$ cat src/hdl/ecws_ram.sv
// ----------------------------------------------------------------------------
// Generic simple dual-port RAM
// One write port and one read port with registered read data.
// ----------------------------------------------------------------------------
module ecws_ram #(
    parameter int WIDTH = 8,
    parameter int DEPTH = 16
) (
    input  logic                     i_clk,
    input  logic                     i_wr_en,
    input  logic [$clog2(DEPTH)-1:0] i_wr_addr,
    input  logic [WIDTH-1:0]         i_wr_data,
    input  logic                     i_rd_en,
    input  logic [$clog2(DEPTH)-1:0] i_rd_addr,
    output logic [WIDTH-1:0]         o_rd_data
);

    logic [WIDTH-1:0] r_mem [DEPTH];
    logic [WIDTH-1:0] r_rd_data;

    always_ff @(posedge i_clk) begin
        if (i_wr_en) begin
            r_mem[i_wr_addr] <= i_wr_data;
        end
        if (i_rd_en) begin
            r_rd_data <= r_mem[i_rd_addr];
        end
    end

    assign o_rd_data = r_rd_data;

endmodule

$ cat config.mk
export PLATFORM = sky130hd
export DESIGN_NAME = ecws_ram
export DESIGN_NICKNAME = d
export VERILOG_FILES = /design/src/hdl/ecws_ram.sv
export SDC_FILE = /design/constraint.sdc
export NUM_CORES = 1
export LEC_CHECK = 0
export ABC_AREA = 1
export BUFFER_PORTS_ARGS = -buffer_cell sky130_fd_sc_hd__buf_2
export CAP_MARGIN = 40
export CORE_ASPECT_RATIO = 0.9
export CORE_UTILIZATION = 55
export DETAILED_ROUTE_END_ITERATION = 12
export GPL_TIMING_DRIVEN = 1
export PLACE_DENSITY_LB_ADDON = 0.3
export SETUP_SLACK_MARGIN = 0.1
export SLEW_MARGIN = 0
export SYNTH_ARGS = -nofsm -noshare
export SYNTH_HDL_FRONTEND = slang
export SYNTH_SLANG_ARGS = --single-unit
$ cat constraint.sdc
create_clock -name i_clk -period 1.8 [get_ports i_clk]
set_input_delay 0.27 -clock i_clk [delete_from_list [all_inputs] [get_ports i_clk]]
set_output_delay 0.27 -clock i_clk [all_outputs]
set_load 0.05 [all_outputs]
==> reports/metrics.cfg <==
[worst_setup_path]
timing.rr.start=r_mem[4][0]
path_cells=buf_2
max_stage_delay_ns=0.41
cp_num_buf_inv=1
r2r_cells=6
rrSetupSlack_ns=0.65
cp-endpoint=o_rd_data[4]
endpoint_kind=output port
slowest_stage=edfxtp_1
crit_path_start=o_rd_data[4]
rr_endpoint=o_rd_data[0]
cp_max_fo=1
path_delay_family=flip-flops
crit_required_ns=1.53
startpoint_type=flip-flop
path_class=reg -> out
crit_cells=1
cp.arrival_ns=1.11

[clock_network]
post_cts_buffers=0
h-tree-depth=4
clk_latency_ns=0.42
hold_buffers=0
clockBufferDepth=2
clkSinkCount=136
cts_tree=done
root_buffer=clkbuf_16
numCtsBuffers=17
clk_pin_slew_worst_paths_ns=0.06
cts-resized-gates=0

[timing]
fin_setup_tns_ns=0
period_share_pct=76.8
finalHoldViolations=0
grt_setup_unrepaired=false
holdWs_ns=0.235
slew_headroom_pct=56.8
worst_pin_slew_ns=0.648
finalCriticalPeriod_ns=1.38
setup_violations=0
finClkSkew_ns=0.0114
slew_viol_final=0
fmax_mhz=723

[pwr]
seqPwrFrac_pct=46.6
p_leak_nw=2.95
power_frac_comb_pct=6.2
swShare_pct=22.0
p_int_mw=6.02
netSwitchingPower_mw=1.70
power_frac_clock_pct=47.2
ir_drop_mv=0.623
powerDensity_mw_per_mm2=1140

[final_layout]
syn_to_final_growth_pct=16.1
fin_nets=613
drive_gt1_share_pct=13.2
diodes=0
final_area_mm2=0.00679
fillerInstances=759

[logic_synthesis]
ys_top_cells_by_count=nand2_1 (173), edfxtp_1 (136), inv_1 (100), nand3_1 (97), nor2_1 (17)
yosysWarningCount=0
synth.most_common_cell=nand2_1
postSynthAreaPerCell_um2=10.6
netlist.area_leader.share_pct=69.8
async_flop_share_pct=0
synth-seq-cells=136
synth_ff_type=edfxtp_1
synth_cell_types=11
syn_nets=570
yosysSeqAreaShare_pct=69.8
synth_area_leaders=edfxtp_1 (70%), nand2_1 (11%), nand3_1 (8.3%), inv_1 (6.4%), buf_6 (1.2%)
synth_top_area_cell=edfxtp_1
synthCells=551
synth_edf_count=136
synth_area_mm2=0.00585

[place]
dp_hpwl_um=7750
place.port_buffers=26
dpl_cell_area_mm2=0.00616
gp_congestion=0.886

[die]
die_w_um=111
rows=35
io_pins=27
die_h_um=99.8
die_area_mm2=0.0110
core_region_area_mm2=0.0103
initial_core_util_pct=56.8

[global_route]
overflow=0
grt_pass1_wl_um=20400
grtUsageTotal_pct=25.2
grt_start_max_net_pins=65
antenna_found_initial=0
grt_pass1_vias=3889

[detailed_routing]
first_iter_violations=421
avgViaCountPerCell=5.45
routed_wirelength_um=13000
routed-via-count=4009
dr.pass1.iters=5
final_antenna_net_count=0
wl_per_cell_um=17.6
drc=0

[run_status]
status=completed

[job]
cap_violations=0

[hold_path]
hold_class=in -> reg

layer usage:
| metal | vias to the layer above | share of wire, % | GRT usage (%) |
|---|---|---|---|
| met4 | 0 | 1.5 | 9.54 |
| met5 | - | 0 | 0 |
| li1 | 1867 | - | - |
| met1 | 1942 | 41 | 32.8 |
| met2 | 184 | 50 | 42.3 |
| met3 | 16 | 7.3 | 5.37 |
layout by cell type (no fill, tap or decap):
| cell type | instances |
|---|---|
| buf_2 | 26 |
| inv_6 | 2 |
| buf_4 | 20 |
| nand2_1 | 173 |
| bufinv_16 | 4 |
| clkinvlp_4 | 4 |
| clkbuf_16 | 17 |
| edfxtp_1 | 136 |
| nor2_1 | 17 |
| nand3_1 | 97 |
| clkinv_4 | 3 |
| clkinv_1 | 1 |
| clkbuf_1 | 1 |
| inv_2 | 2 |
| nand3b_1 | 2 |
| inv_1 | 100 |
| buf_12 | 2 |
sequential cells by signal, indices dropped and copies added, names as in the netlist:
name       count
o_rd_data      8
r_mem        128
final cells by class:
cell class / count / area, um^2 / area share, %
flip-flops and latches: 136 / 4080 / 60.2
clock inverters: 14 / 198 / 2.91
repair buffers: 48 / 320 / 4.72
multi-input cells: 289 / 1210 / 17.9
inverters: 102 / 383 / 5.64
well taps: 129 / 161 / 2.38
clock buffers: 18 / 429 / 6.32
stage by stage:
step                total power, mW  setup slack (ns)  instances  util [%]
finish                         7.72             0.418        736      66.0
global route                   7.92             0.409        736      66.0
CTS                            7.75             0.423        736      66.0
detailed placement             4.13             0.277        704      59.9
global placement               4.12             0.309        704      59.9
floorplan                      3.95             0.579        551         -
cells by family after synthesis:
| family | synth area share (%) |
|---|---|
| simple gates | 20.8 |
| flops | 69.8 |
| buf+inv | 9.39 |
power groups by stage:
stage	Clock, mW	Sequential [mW]	Combinational [mW]
2_1_floorplan	0	3.70	0.250
3_3_place_gp	0	3.66	0.461
3_5_place_dp	0	3.66	0.473
4_1_cts	3.68	3.59	0.478
5_1_grt	3.80	3.60	0.522
6_report	3.65	3.59	0.479
how the worst min path moves through the flow:
| stage | from | to | slack (ns) | cells past startpoint |
|---|---|---|---|---|
| 2_1_floorplan | i_wr_data[0] | r_mem[0][0] | 0.37 | 0 |
| 3_3_place_gp | i_rd_en | o_rd_data[7] | 0.65 | 1 |
| 3_5_place_dp | i_rd_en | o_rd_data[7] | 0.66 | 1 |
| 4_1_cts | i_rd_en | o_rd_data[7] | 0.23 | 1 |
| 5_1_grt | i_rd_en | o_rd_data[7] | 0.23 | 1 |
| 6_report | i_rd_en | o_rd_data[7] | 0.23 | 1 |
No activity file was read; power rests on OpenSTA's default activity.
